$ cat config.mk
export PLATFORM = sky130hd
export DESIGN_NAME = chacha20_stream_xor_top
export DESIGN_NICKNAME = d
export VERILOG_FILES = /design/src/chacha_pkg.sv /design/src/chacha20_stream_xor_top.sv /design/src/chacha_cfg.sv /design/src/chacha_arx.sv
export SDC_FILE = /design/constraint.sdc
export NUM_CORES = 2
export LEC_CHECK = 0
export CELL_PAD_IN_SITES_DETAIL_PLACEMENT = 0
export CELL_PAD_IN_SITES_GLOBAL_PLACEMENT = 1
export CORE_MARGIN = 5
export CORE_UTILIZATION = 25
export DETAILED_ROUTE_END_ITERATION = 10
export DONT_BUFFER_PORTS = 1
export PLACE_DENSITY_LB_ADDON = 0.12
export SLEW_MARGIN = 30
export SYNTH_ARGS = -nofsm -noshare
export SYNTH_HDL_FRONTEND = slang
export SYNTH_SLANG_ARGS = --single-unit
$ cat constraint.sdc
create_clock -name clk -period 7.1 [get_ports clk]
set_clock_uncertainty 0.2 [all_clocks]
set_input_delay 1.42 -clock clk [delete_from_list [all_inputs] [get_ports clk]]
set_output_delay 1.42 -clock clk [all_outputs]
set_load 0.1 [all_outputs]
$ cat src/chacha_pkg.sv
// Shared types, register indexes and state-word setup for the ChaCha20 stream XOR block.
// No dependencies; every other file in src imports this package.
package chacha_pkg;

  localparam int WORD_W  = 32;
  localparam int CFG_W   = 64;
  localparam int IDX_W   = 3;

  localparam logic [WORD_W-1:0] SIGMA_0 = 32'h6170_7865;
  localparam logic [WORD_W-1:0] SIGMA_1 = 32'h3320_646E;
  localparam logic [WORD_W-1:0] SIGMA_2 = 32'h7962_2D32;
  localparam logic [WORD_W-1:0] SIGMA_3 = 32'h6B20_6574;

  // Configuration register indexes
  localparam logic [IDX_W-1:0] REG_KEY_PART_0    = 3'd0;
  localparam logic [IDX_W-1:0] REG_KEY_PART_1    = 3'd1;
  localparam logic [IDX_W-1:0] REG_KEY_PART_2    = 3'd2;
  localparam logic [IDX_W-1:0] REG_KEY_PART_3    = 3'd3;
  localparam logic [IDX_W-1:0] REG_NONCE_LOW     = 3'd4;
  localparam logic [IDX_W-1:0] REG_NONCE_HIGH    = 3'd5;
  localparam logic [IDX_W-1:0] REG_INITIAL_COUNT = 3'd6;

  typedef logic [WORD_W-1:0] word_t;
  typedef logic [3:0][WORD_W-1:0] row_t;

  typedef struct packed {
    logic [255:0] key;
    logic [95:0]  nonce;
    word_t        init_ctr;
  } cfg_t;

  // Word idx of the 16-word input state.
  function automatic word_t init_word(input cfg_t c, input word_t ctr, input logic [3:0] idx);
    word_t w;
    unique case (idx)
      4'd0:  w = SIGMA_0;
      4'd1:  w = SIGMA_1;
      4'd2:  w = SIGMA_2;
      4'd3:  w = SIGMA_3;
      4'd4:  w = c.key[31:0];
      4'd5:  w = c.key[63:32];
      4'd6:  w = c.key[95:64];
      4'd7:  w = c.key[127:96];
      4'd8:  w = c.key[159:128];
      4'd9:  w = c.key[191:160];
      4'd10: w = c.key[223:192];
      4'd11: w = c.key[255:224];
      4'd12: w = ctr;
      4'd13: w = c.nonce[31:0];
      4'd14: w = c.nonce[63:32];
      4'd15: w = c.nonce[95:64];
      default: w = '0;
    endcase
    return w;
  endfunction

  // Rotate a row of four words left by n word positions.
  function automatic row_t rot_row(input row_t r, input logic [1:0] n);
    row_t o;
    for (int i = 0; i < 4; i++) begin
      o[i] = r[2'(i) + n];
    end
    return o;
  endfunction

endpackage

$ cat src/chacha20_stream_xor_top.sv
// ChaCha20 stream XOR top level: sequencer, 16-word state and byte output register.
// Depends on chacha_pkg, chacha_cfg and chacha_arx.
//
//  channel | dir | handshake           | payload
//  --------+-----+---------------------+-------------------------------------------
//  s_*     | in  | s_tvalid / s_tready | s_tdata data_byte, s_tuser first, s_tlast
//  m_*     | out | m_tvalid / m_tready | m_tdata out_byte, m_tlast last_out
//  cfg_*   | in  | cfg_we              | cfg_index, cfg_data (64 bits)
//
// A byte inside a held keystream block is emitted straight from idle. A byte that opens a block
// (position 0, first flag, or after reset) goes through a load step, the shared add-xor-rotate
// unit (one step per cycle, 80 quarter rounds), 16 final word adds on the same adder, and
// a register stage for the result.
// Reset is synchronous; no clearing pass. A stalled output blocks new input transactions.
module chacha20_stream_xor_top (
  input  logic                          clk,
  input  logic                          rst,
  input  logic                          s_tvalid,
  output logic                          s_tready,
  input  logic [7:0]                    s_tdata,   // [7:0] data_byte
  input  logic                          s_tuser,   // [0] first_of_message
  input  logic                          s_tlast,
  output logic                          m_tvalid,
  input  logic                          m_tready,
  output logic [7:0]                    m_tdata,   // [7:0] out_byte
  output logic                          m_tlast,
  input  logic                          cfg_we,
  input  logic [chacha_pkg::IDX_W-1:0]  cfg_index,
  input  logic [chacha_pkg::CFG_W-1:0]  cfg_data
);
  import chacha_pkg::*;

  typedef enum logic [3:0] {
    ST_IDLE  = 4'b0001,
    ST_ROUND = 4'b0010,
    ST_FINAL = 4'b0100,
    ST_EMIT  = 4'b1000
  } state_t;

  localparam logic [8:0] ROUND_LAST = 9'd319;

  cfg_t   cfg;
  state_t state;
  logic [8:0]  cnt;
  logic [5:0]  pos;
  logic        blk_ready;
  word_t       blk_ctr;
  logic [15:0][WORD_W-1:0] w;
  logic [15:0][WORD_W-1:0] w_next;
  logic [7:0]  data_r;
  logic        last_r;

  logic        s_acc;
  logic        out_free;
  logic        need_build;
  word_t       ctr_eff;
  logic [7:0]  ks_byte;
  logic        emit_now;
  logic        do_emit;
  logic [7:0]  emit_data;
  logic        emit_last;

  word_t       arx_x;
  word_t       arx_y;
  word_t       arx_z;
  word_t       arx_sum;
  word_t       arx_mix;
  logic [1:0]  step;
  logic [1:0]  col;
  logic        half;

  chacha_cfg u_cfg (
    .clk       (clk),
    .rst       (rst),
    .cfg_we    (cfg_we),
    .cfg_index (cfg_index),
    .cfg_data  (cfg_data),
    .cfg       (cfg)
  );

  assign step = cnt[1:0];
  assign col  = cnt[3:2];
  assign half = cnt[4];

  always_comb begin
    if (state == ST_FINAL) begin
      arx_x = w[0];
      arx_y = init_word(cfg, blk_ctr, cnt[3:0]);
      arx_z = w[12];
    end else if (step[0]) begin
      arx_x = w[8];
      arx_y = w[12];
      arx_z = w[4];
    end else begin
      arx_x = w[0];
      arx_y = w[4];
      arx_z = w[12];
    end
  end

  chacha_arx u_arx (
    .x    (arx_x),
    .y    (arx_y),
    .z    (arx_z),
    .step (step),
    .sum  (arx_sum),
    .mix  (arx_mix)
  );

  assign out_free   = !m_tvalid || m_tready;
  assign s_tready   = (state == ST_IDLE) && out_free;
  assign s_acc      = s_tvalid && s_tready;
  assign need_build = s_tuser || (pos == 6'd0) || !blk_ready;
  assign ctr_eff    = s_tuser ? cfg.init_ctr : blk_ctr;
  assign ks_byte    = w[0][{pos[1:0], 3'b000} +: 8];

  // Emit straight from idle when the keystream is held, else after the build
  assign emit_now  = s_acc && !need_build;
  assign do_emit   = emit_now || ((state == ST_EMIT) && out_free);
  assign emit_data = (state == ST_EMIT) ? data_r : s_tdata;
  assign emit_last = (state == ST_EMIT) ? last_r : s_tlast;

  always_comb begin
    w_next = w;
    if ((state == ST_IDLE) && s_acc && need_build) begin
      for (int i = 0; i < 16; i++) begin
        w_next[i] = init_word(cfg, ctr_eff, 4'(i));
      end
    end else if (state == ST_ROUND) begin
      if (step[0]) begin
        w_next[8] = arx_sum;
        w_next[4] = arx_mix;
      end else begin
        w_next[0]  = arx_sum;
        w_next[12] = arx_mix;
      end
      // Advance to the next column; at a half boundary also enter or leave diagonal form
      if (step == 2'd3) begin
        if ((col == 2'd3) && !half) begin
          w_next[3:0]   = rot_row(w_next[3:0], 2'd1);
          w_next[7:4]   = rot_row(w_next[7:4], 2'd2);
          w_next[11:8]  = rot_row(w_next[11:8], 2'd3);
          w_next[15:12] = rot_row(w_next[15:12], 2'd0);
        end else if ((col == 2'd3) && half) begin
          w_next[3:0]   = rot_row(w_next[3:0], 2'd1);
          w_next[7:4]   = rot_row(w_next[7:4], 2'd0);
          w_next[11:8]  = rot_row(w_next[11:8], 2'd3);
          w_next[15:12] = rot_row(w_next[15:12], 2'd2);
        end else begin
          w_next[3:0]   = rot_row(w_next[3:0], 2'd1);
          w_next[7:4]   = rot_row(w_next[7:4], 2'd1);
          w_next[11:8]  = rot_row(w_next[11:8], 2'd1);
          w_next[15:12] = rot_row(w_next[15:12], 2'd1);
        end
      end
    end else if (state == ST_FINAL) begin
      // Shift the block through word 0 and add the input state on the way around
      for (int i = 0; i < 15; i++) begin
        w_next[i] = w[i+1];
      end
      w_next[15] = arx_sum;
    end else if (do_emit && (pos[1:0] == 2'd3)) begin
      // Word 0 is used up: bring the next keystream word forward
      for (int i = 0; i < 15; i++) begin
        w_next[i] = w[i+1];
      end
      w_next[15] = w[0];
    end
  end

  always_ff @(posedge clk) begin
    w <= w_next;
    if (s_acc) begin
      data_r <= s_tdata;
      last_r <= s_tlast;
    end
    if (do_emit) begin
      m_tdata <= emit_data ^ ks_byte;
      m_tlast <= emit_last;
    end
  end

  always_ff @(posedge clk) begin
    if (rst) begin
      state     <= ST_IDLE;
      cnt       <= '0;
      pos       <= '0;
      blk_ready <= 1'b0;
      blk_ctr   <= '0;
      m_tvalid  <= 1'b0;
    end else begin
      if (do_emit) begin
        m_tvalid <= 1'b1;
        pos      <= pos + 6'd1;
      end else if (m_tready) begin
        m_tvalid <= 1'b0;
      end
      unique case (state)
        ST_IDLE: begin
          if (s_acc && need_build) begin
            blk_ctr   <= ctr_eff;
            blk_ready <= 1'b0;
            if (s_tuser) begin
              pos <= '0;
            end
            cnt   <= '0;
            state <= ST_ROUND;
          end
        end
        ST_ROUND: begin
          if (cnt == ROUND_LAST) begin
            cnt   <= '0;
            state <= ST_FINAL;
          end else begin
            cnt <= cnt + 9'd1;
          end
        end
        ST_FINAL: begin
          if (cnt[3:0] == 4'd15) begin
            cnt       <= '0;
            blk_ctr   <= blk_ctr + 32'd1;
            blk_ready <= 1'b1;
            state     <= ST_EMIT;
          end else begin
            cnt <= cnt + 9'd1;
          end
        end
        ST_EMIT: begin
          if (out_free) begin
            state <= ST_IDLE;
          end
        end
        default: state <= ST_IDLE;
      endcase
    end
  end

endmodule

$ cat src/chacha_cfg.sv
// Configuration register file: key, nonce and initial block counter.
// Depends on chacha_pkg.
module chacha_cfg (
  input  logic                          clk,
  input  logic                          rst,
  input  logic                          cfg_we,
  input  logic [chacha_pkg::IDX_W-1:0]  cfg_index,
  input  logic [chacha_pkg::CFG_W-1:0]  cfg_data,
  output chacha_pkg::cfg_t              cfg
);
  import chacha_pkg::*;

  always_ff @(posedge clk) begin
    if (rst) begin
      cfg <= '0;
    end else if (cfg_we) begin
      unique case (cfg_index)
        REG_KEY_PART_0:    cfg.key[63:0]    <= cfg_data;
        REG_KEY_PART_1:    cfg.key[127:64]  <= cfg_data;
        REG_KEY_PART_2:    cfg.key[191:128] <= cfg_data;
        REG_KEY_PART_3:    cfg.key[255:192] <= cfg_data;
        REG_NONCE_LOW:     cfg.nonce[63:0]  <= cfg_data;
        REG_NONCE_HIGH:    cfg.nonce[95:64] <= cfg_data[31:0];
        REG_INITIAL_COUNT: cfg.init_ctr     <= cfg_data[31:0];
        default: ;
      endcase
    end
  end

endmodule

$ cat src/chacha_arx.sv
// Shared add-xor-rotate unit: sum = x + y, mix = rotl(z ^ sum, r) with r set by the step.
// Depends on chacha_pkg.
module chacha_arx (
  input  chacha_pkg::word_t x,
  input  chacha_pkg::word_t y,
  input  chacha_pkg::word_t z,
  input  logic [1:0]        step,
  output chacha_pkg::word_t sum,
  output chacha_pkg::word_t mix
);
  import chacha_pkg::*;

  word_t t;

  assign sum = x + y;
  assign t   = z ^ sum;

  // Quarter-round steps rotate by 16, 12, 8 and 7
  always_comb begin
    unique case (step)
      2'd0: mix = {t[15:0], t[31:16]};
      2'd1: mix = {t[19:0], t[31:20]};
      2'd2: mix = {t[23:0], t[31:24]};
      2'd3: mix = {t[24:0], t[31:25]};
      default: mix = t;
    endcase
  end

endmodule

## Word-level counts from Yosys, hierarchy flattened

Index checks and enable logic that the tools add are counted.

- Shift-type cells: 1
- Equality and inequality tests: 39
- Bitwise logic cells: 2
- Reductions and logical operators: 41
- Add/sub/neg operators: 4
- Muxes and demuxes: 43

Operators by type and width:

| operator | count |
|---|---|
| two-way mux 512 bit | 7 |
| one-hot mux 32 bit (16 select lines) | 1 |
| two-way mux 32 bit | 13 |
| one-hot mux 32 bit (4 select lines) | 1 |
| one-hot mux 32 bit (2 select lines) | 1 |
| == test 4 bit, second input constant | 9 |
| adder 32 x 1 -> 32 bit, second input constant | 1 |
| adder 32 bit | 1 |
| variable part select 32 x 6 -> 8 bit | 1 |
| bitwise XOR 32 bit | 1 |
| two-way mux 9 bit | 3 |
| one-hot mux 9 bit (3 select lines) | 1 |
| two-way mux 6 bit | 4 |
| == test 4 x 3 -> 1 bit, second input constant | 5 |
| AND reduction 2 bit | 10 |
| two-way mux 4 bit | 4 |
| one-hot mux 4 bit (4 select lines) | 1 |
| == test 4 x 2 -> 1 bit, second input constant | 3 |
| logical AND 1 bit | 10 |
| adder 9 x 1 -> 9 bit, second input constant | 1 |
| == test 3 bit, second input constant | 3 |
| == test 9 bit, second input constant | 1 |
| AND reduction 3 bit | 3 |
| == test 2 bit, second input constant | 4 |
| 24 further kinds | 41 |

- Output and inout port bits: 11
- Word-level logic and storage cells: 163
- Bits in registers: 967
- Input bits: 82

## Depth between registers and ports, before layout

- Depth after elaboration: 12
- Mapped depth: 25
- Gate-level depth less buffers: 19

## By module

A second synthesis with hierarchy kept.

- Cells, all modules: 5862
- Area, all modules: 54606.1 sq um

Modules (own cells, without submodules):

| module | times used | sequential area each (sq um) | area each (sq um) | cells each |
|---|---|---|---|---|
| chacha20_stream_xor_top | 1 | 15695.1 | 36725.2 | 4118 |
| chacha_cfg | 1 | 7687.4 | 14881.8 | 1321 |
| chacha_arx | 1 | 0.0 | 2999.1 | 423 |

## Worst setup path after synthesis

No wires, ideal clock.

- Path type: input -> register
- From: input port m_tready
- To: register w[160] (netlist bit) (enable)
- Slack: -467 ps
- Cell stages on the path: 8
- Arrival: 6816 ps
- Data required time: 6348 ps
- Path through: nand2b_1 and3_1 clkbuf_1 and2_1 buf_2 clkbuf_1 nor2_1 nor2_1

- Longest elaborated chain between the ends: 8
- Elaborated cells between the ends (all ways): 13
- Classes of those cells: 2 x eq/ne; 11 x reduce/logical

Ends and longest elaborated chain:

| what | line | RTL |
|---|---|---|
| from (decl) | chacha20_stream_xor_top.sv:24 | `input logic m_tready,` |
| logical OR 1 bit * | chacha20_stream_xor_top.sv:110 | `assign out_free = !m_tvalid \|\| m_tready;` |
| logical AND 1 bit * | chacha20_stream_xor_top.sv:111 | `assign s_tready = (state == ST_IDLE) && out_free;` |
| logical AND 1 bit * | chacha20_stream_xor_top.sv:112 | `assign s_acc = s_tvalid && s_tready;` |
| net s_acc | chacha20_stream_xor_top.sv:53 | `logic s_acc;` |
| logical AND 1 bit | chacha20_stream_xor_top.sv:118 | `assign emit_now = s_acc && !need_build;` |
| logical OR 1 bit | chacha20_stream_xor_top.sv:119 | `assign do_emit = emit_now \|\| ((state == ST_EMIT) && out_free);` |
| logical AND 1 bit | chacha20_stream_xor_top.sv:162 | `end else if (do_emit && (pos[1:0] == 2'd3)) begin` |
| nonzero test 4 bit (no source line) | n/a |  |
| AND reduction 3 bit (no source line) * | n/a |  |
| to (signal assigned) | chacha20_stream_xor_top.sv:172 | `w <= w_next;` |
| to (decl) | chacha20_stream_xor_top.sv:48 | `logic [15:0][WORD_W-1:0] w;` |

Mark *: on every way through the listed nets, which the timed path passes. The rest lies on a longest branch.
A chain may end at the register's enable or synchronous reset.

==> results.ini <==
[outcome]
status=complete, no violations

[cts]
cts_tree=yes
clk_pin_slew_ns=0.06
cts_root_buffer=clkbuf_16
cts_num_sinks=967
max-clock-path-buffers=3
cts_max_level=4
numCtsBuffers=130
clkLatencyLatePin_ns=0.82

[timing]
worst_pin_slew_ns=1.415
layout_min_cycle_time_ns=6.952
fmax_mhz=143.9
finalCritPeriodShare=0.9791
holdWs_ns=0.2483
finalHoldViolCount=0
rsz0062_at_grt=false
setup_violations=0
maxSlewViolCount=0
slew_headroom=0.05640
finalSetupTns_ns=0

[detailed_routing]
drt-wirelength-per-cell_um=39.16
drtPass1Iterations=6
drtAntennaViolNets=0
wl_um=368000
vias_per_cell=6.069
drcViolationCount=0
drtIter0Drc=8671
num_vias=57030

[final_layout]
utilization=0.2984
layout.nets=6578
post-route-cell-area_mm2=0.06334
layout_common_cells=nand2_1 (1340), a21oi_1 (803), dfxtp_1 (563)
final_common_cell=nand2_1
fill_cells=22830
drive_above_1_share=0.1269
seq_area_mm2=0.02339
fin_cells=9398
multi_input_area_mm2=0.02819
syn_to_final_growth_pct=18.54

[flow_run]
cap_violations=0

[die]
die_area_mm2=0.2231
ios=93
die_y_um=472.3
die_w_um=472.3
coreArea_mm2=0.2123
initial_utilization=0.2517
row_count=169

[logic_synthesis]
synth-seq-area-share=0.4376
ys.flop_type=dfxtp_1
ys_warn_count=0
synth-compound-area-share=0.2743
synth.distinct_cells=110
synthMuxAreaShare=0.03323
synth-xor-area-share=0.01367
synthSimpleGateAreaFrac=0.1875
avgSynthCellArea_um2=8.286
yosys_register_bits=967
synth_fa_ha_area_frac=0.01044
synth_edf_count=402
syn-num-nets=6575
syn-cell-area_mm2=0.05343
synth_top_family_by_area=compound AO/OA/AOI/OAI gates
async_flop_share=0
synthCells=6449

[hold_path]
holdCritPathClass=register to register
worstHoldStart=w[90]

[grt]
overflow=0
grtUsageTotal=0.3167
grt-busiest-layer=met2
first_global_vias=52480
grt_pass1_wl_um=488100
use_met1=0.4306
use_met3=0.08100
antenna_found_initial=50
grt_max_degree=430
met2_usage=0.4699

[setup_path]
cp_max_fo=12
setup.worst_path.start=cnt[1]
setup.worst_path.end_class=register
critical_path_required_ns=7.43
path_class=register to register
crit_path_start_kind=register
rr_startpoint=cnt[1]
crit_arrival_ns=7.29

[placed_design]
placed_cell_area_mm2=0.05896
gp_congestion=1.005
place_hpwl_um=252700
placed_cells=9141
port_buffers=0

[power_and_ir_drop]
peakVddDrop_mv=0.3131
power_density_mw_per_mm2=564.4
power.leakage_nw=22.06

==> Yosys cell counts (all sizes together) (12+ instances only) <==
cell type / n / share of area
a221o: 17 / 0.0032
and3: 64 / 0.0075
o22ai: 62 / 0.0073
mux2i: 93 / 0.017
o31ai: 63 / 0.0089
nand2: 1354 / 0.095
nand4: 40 / 0.0047
dfxtp: 565 / 0.21
xnor3: 12 / 0.0051
a221oi: 214 / 0.035
buf: 78 / 0.0067
o21ai: 361 / 0.034
a22oi: 137 / 0.019
xnor2: 36 / 0.0060
a21o: 37 / 0.0052
nand3: 210 / 0.020
inv: 32 / 0.0022
nor2b: 32 / 0.0037
nor3: 77 / 0.0075
clkbuf: 487 / 0.034
edfxtp: 402 / 0.23
a2111oi: 12 / 0.0020
a222oi: 25 / 0.0047
and2: 35 / 0.0043
a32oi: 13 / 0.0021
a31oi: 88 / 0.010
nor2: 487 / 0.034
a22o: 117 / 0.019
xor2: 13 / 0.0021
mux2: 59 / 0.012
ha: 43 / 0.010
o21a: 29 / 0.0041
o221ai: 26 / 0.0044
o31a: 16 / 0.0026
nand2b: 21 / 0.0025
o211ai: 49 / 0.0070
a21oi: 808 / 0.076
a211oi: 55 / 0.0079
==> repair_timing <==
action	CTS	global route
setup buffers	0	0
endpoints found under the setup margin	0	2
gates resized for setup	0	2
hold endpoints to repair	0	0
hold buffers	0	0
==> worst paths after layout <==
path / end / slack [ns] / cells past startpoint
max: w[232] / 0.15 / 21
min: w[90] / 0.25 / 2
max reg2reg: w[232] / 0.15 / 21
min reg2reg: w[90] / 0.25 / 2
==> cell families (layout without fill, tap and decap cells) <==
group,count (synthesis),after routing
AOI/OAI and AO/OA,2245,2245
and+or+nand+nor,2374,2374
buffers and inverters,597,705
DFF,967,967
other,0,20
muxes,160,160
adders and majority gates,44,44
xor gates and xnor gates,62,62
==> sequential cells by signal, indices dropped and copies added, names as in the netlist <==
signal / flops
cnt: 9
last_r: 1
w: 512
data_r: 8
pos: 6
m_tlast: 1
blk_ready: 1
blk_ctr: 32
u_cfg.cfg: 384
m_tdata: 8
m_tvalid: 1
state: 4
==> final cells by class <==
type	instances	area share
timing repair buffer	436	0.05904
clock buffer	199	0.06171
inverter	32	0.001975
multi-input combinational	4885	0.4451
antenna	20	0.0007902
sequential	967	0.3692
clock inverter	38	0.006381
tap	2821	0.05573
==> report_power, final <==
group | internal, mW | switching (mW) | total [mW]
logic | 6.55 | 12.7 | 19.2
clock network | 3.90 | 2.89 | 6.79
registers | 8.04 | 1.67 | 9.71
==> worst max-delay path, cell delays in order (launching register included) <==
cell and delay [ns]:
dfxtp_1 0.54, inv_1 0.19, ha_1 0.26, and2_2 0.50
buf_4 0.35, a222oi_1 0.25, nand3_1 0.11, o21ai_0 0.48
o21ai_0 0.46, ha_1 0.37, a21oi_1 0.30, o21ai_0 0.21
a21oi_1 0.17, o21ai_0 0.10, buf_4 0.15, nor3_2 0.43
xnor3_1 0.73, buf_4 0.22, o21ai_2 0.06, buf_4 0.17
a311oi_1 0.31, o31ai_1 0.12
==> through the flow <==
| step | worst slack [ns] | power (mW) |
|---|---|---|
| after detailed placement | 0.3057 | 28.23 |
| after floorplan | -0.4673 | 18.13 |
| after CTS | 0.2908 | 35.12 |
| after global placement | 0.2679 | 28.26 |
| final | 0.1483 | 35.75 |
| after global routing | 0.001372 | 36.68 |
==> layer usage <==
metal / vias up / part of all wire
met2: 3493 / 0.42
li1: 23890 / -
met1: 28930 / 0.43
met5: - / 0.00021
met3: 712 / 0.099
met4: 12 / 0.053
Note: power is estimated with default switching activity, not from simulation.
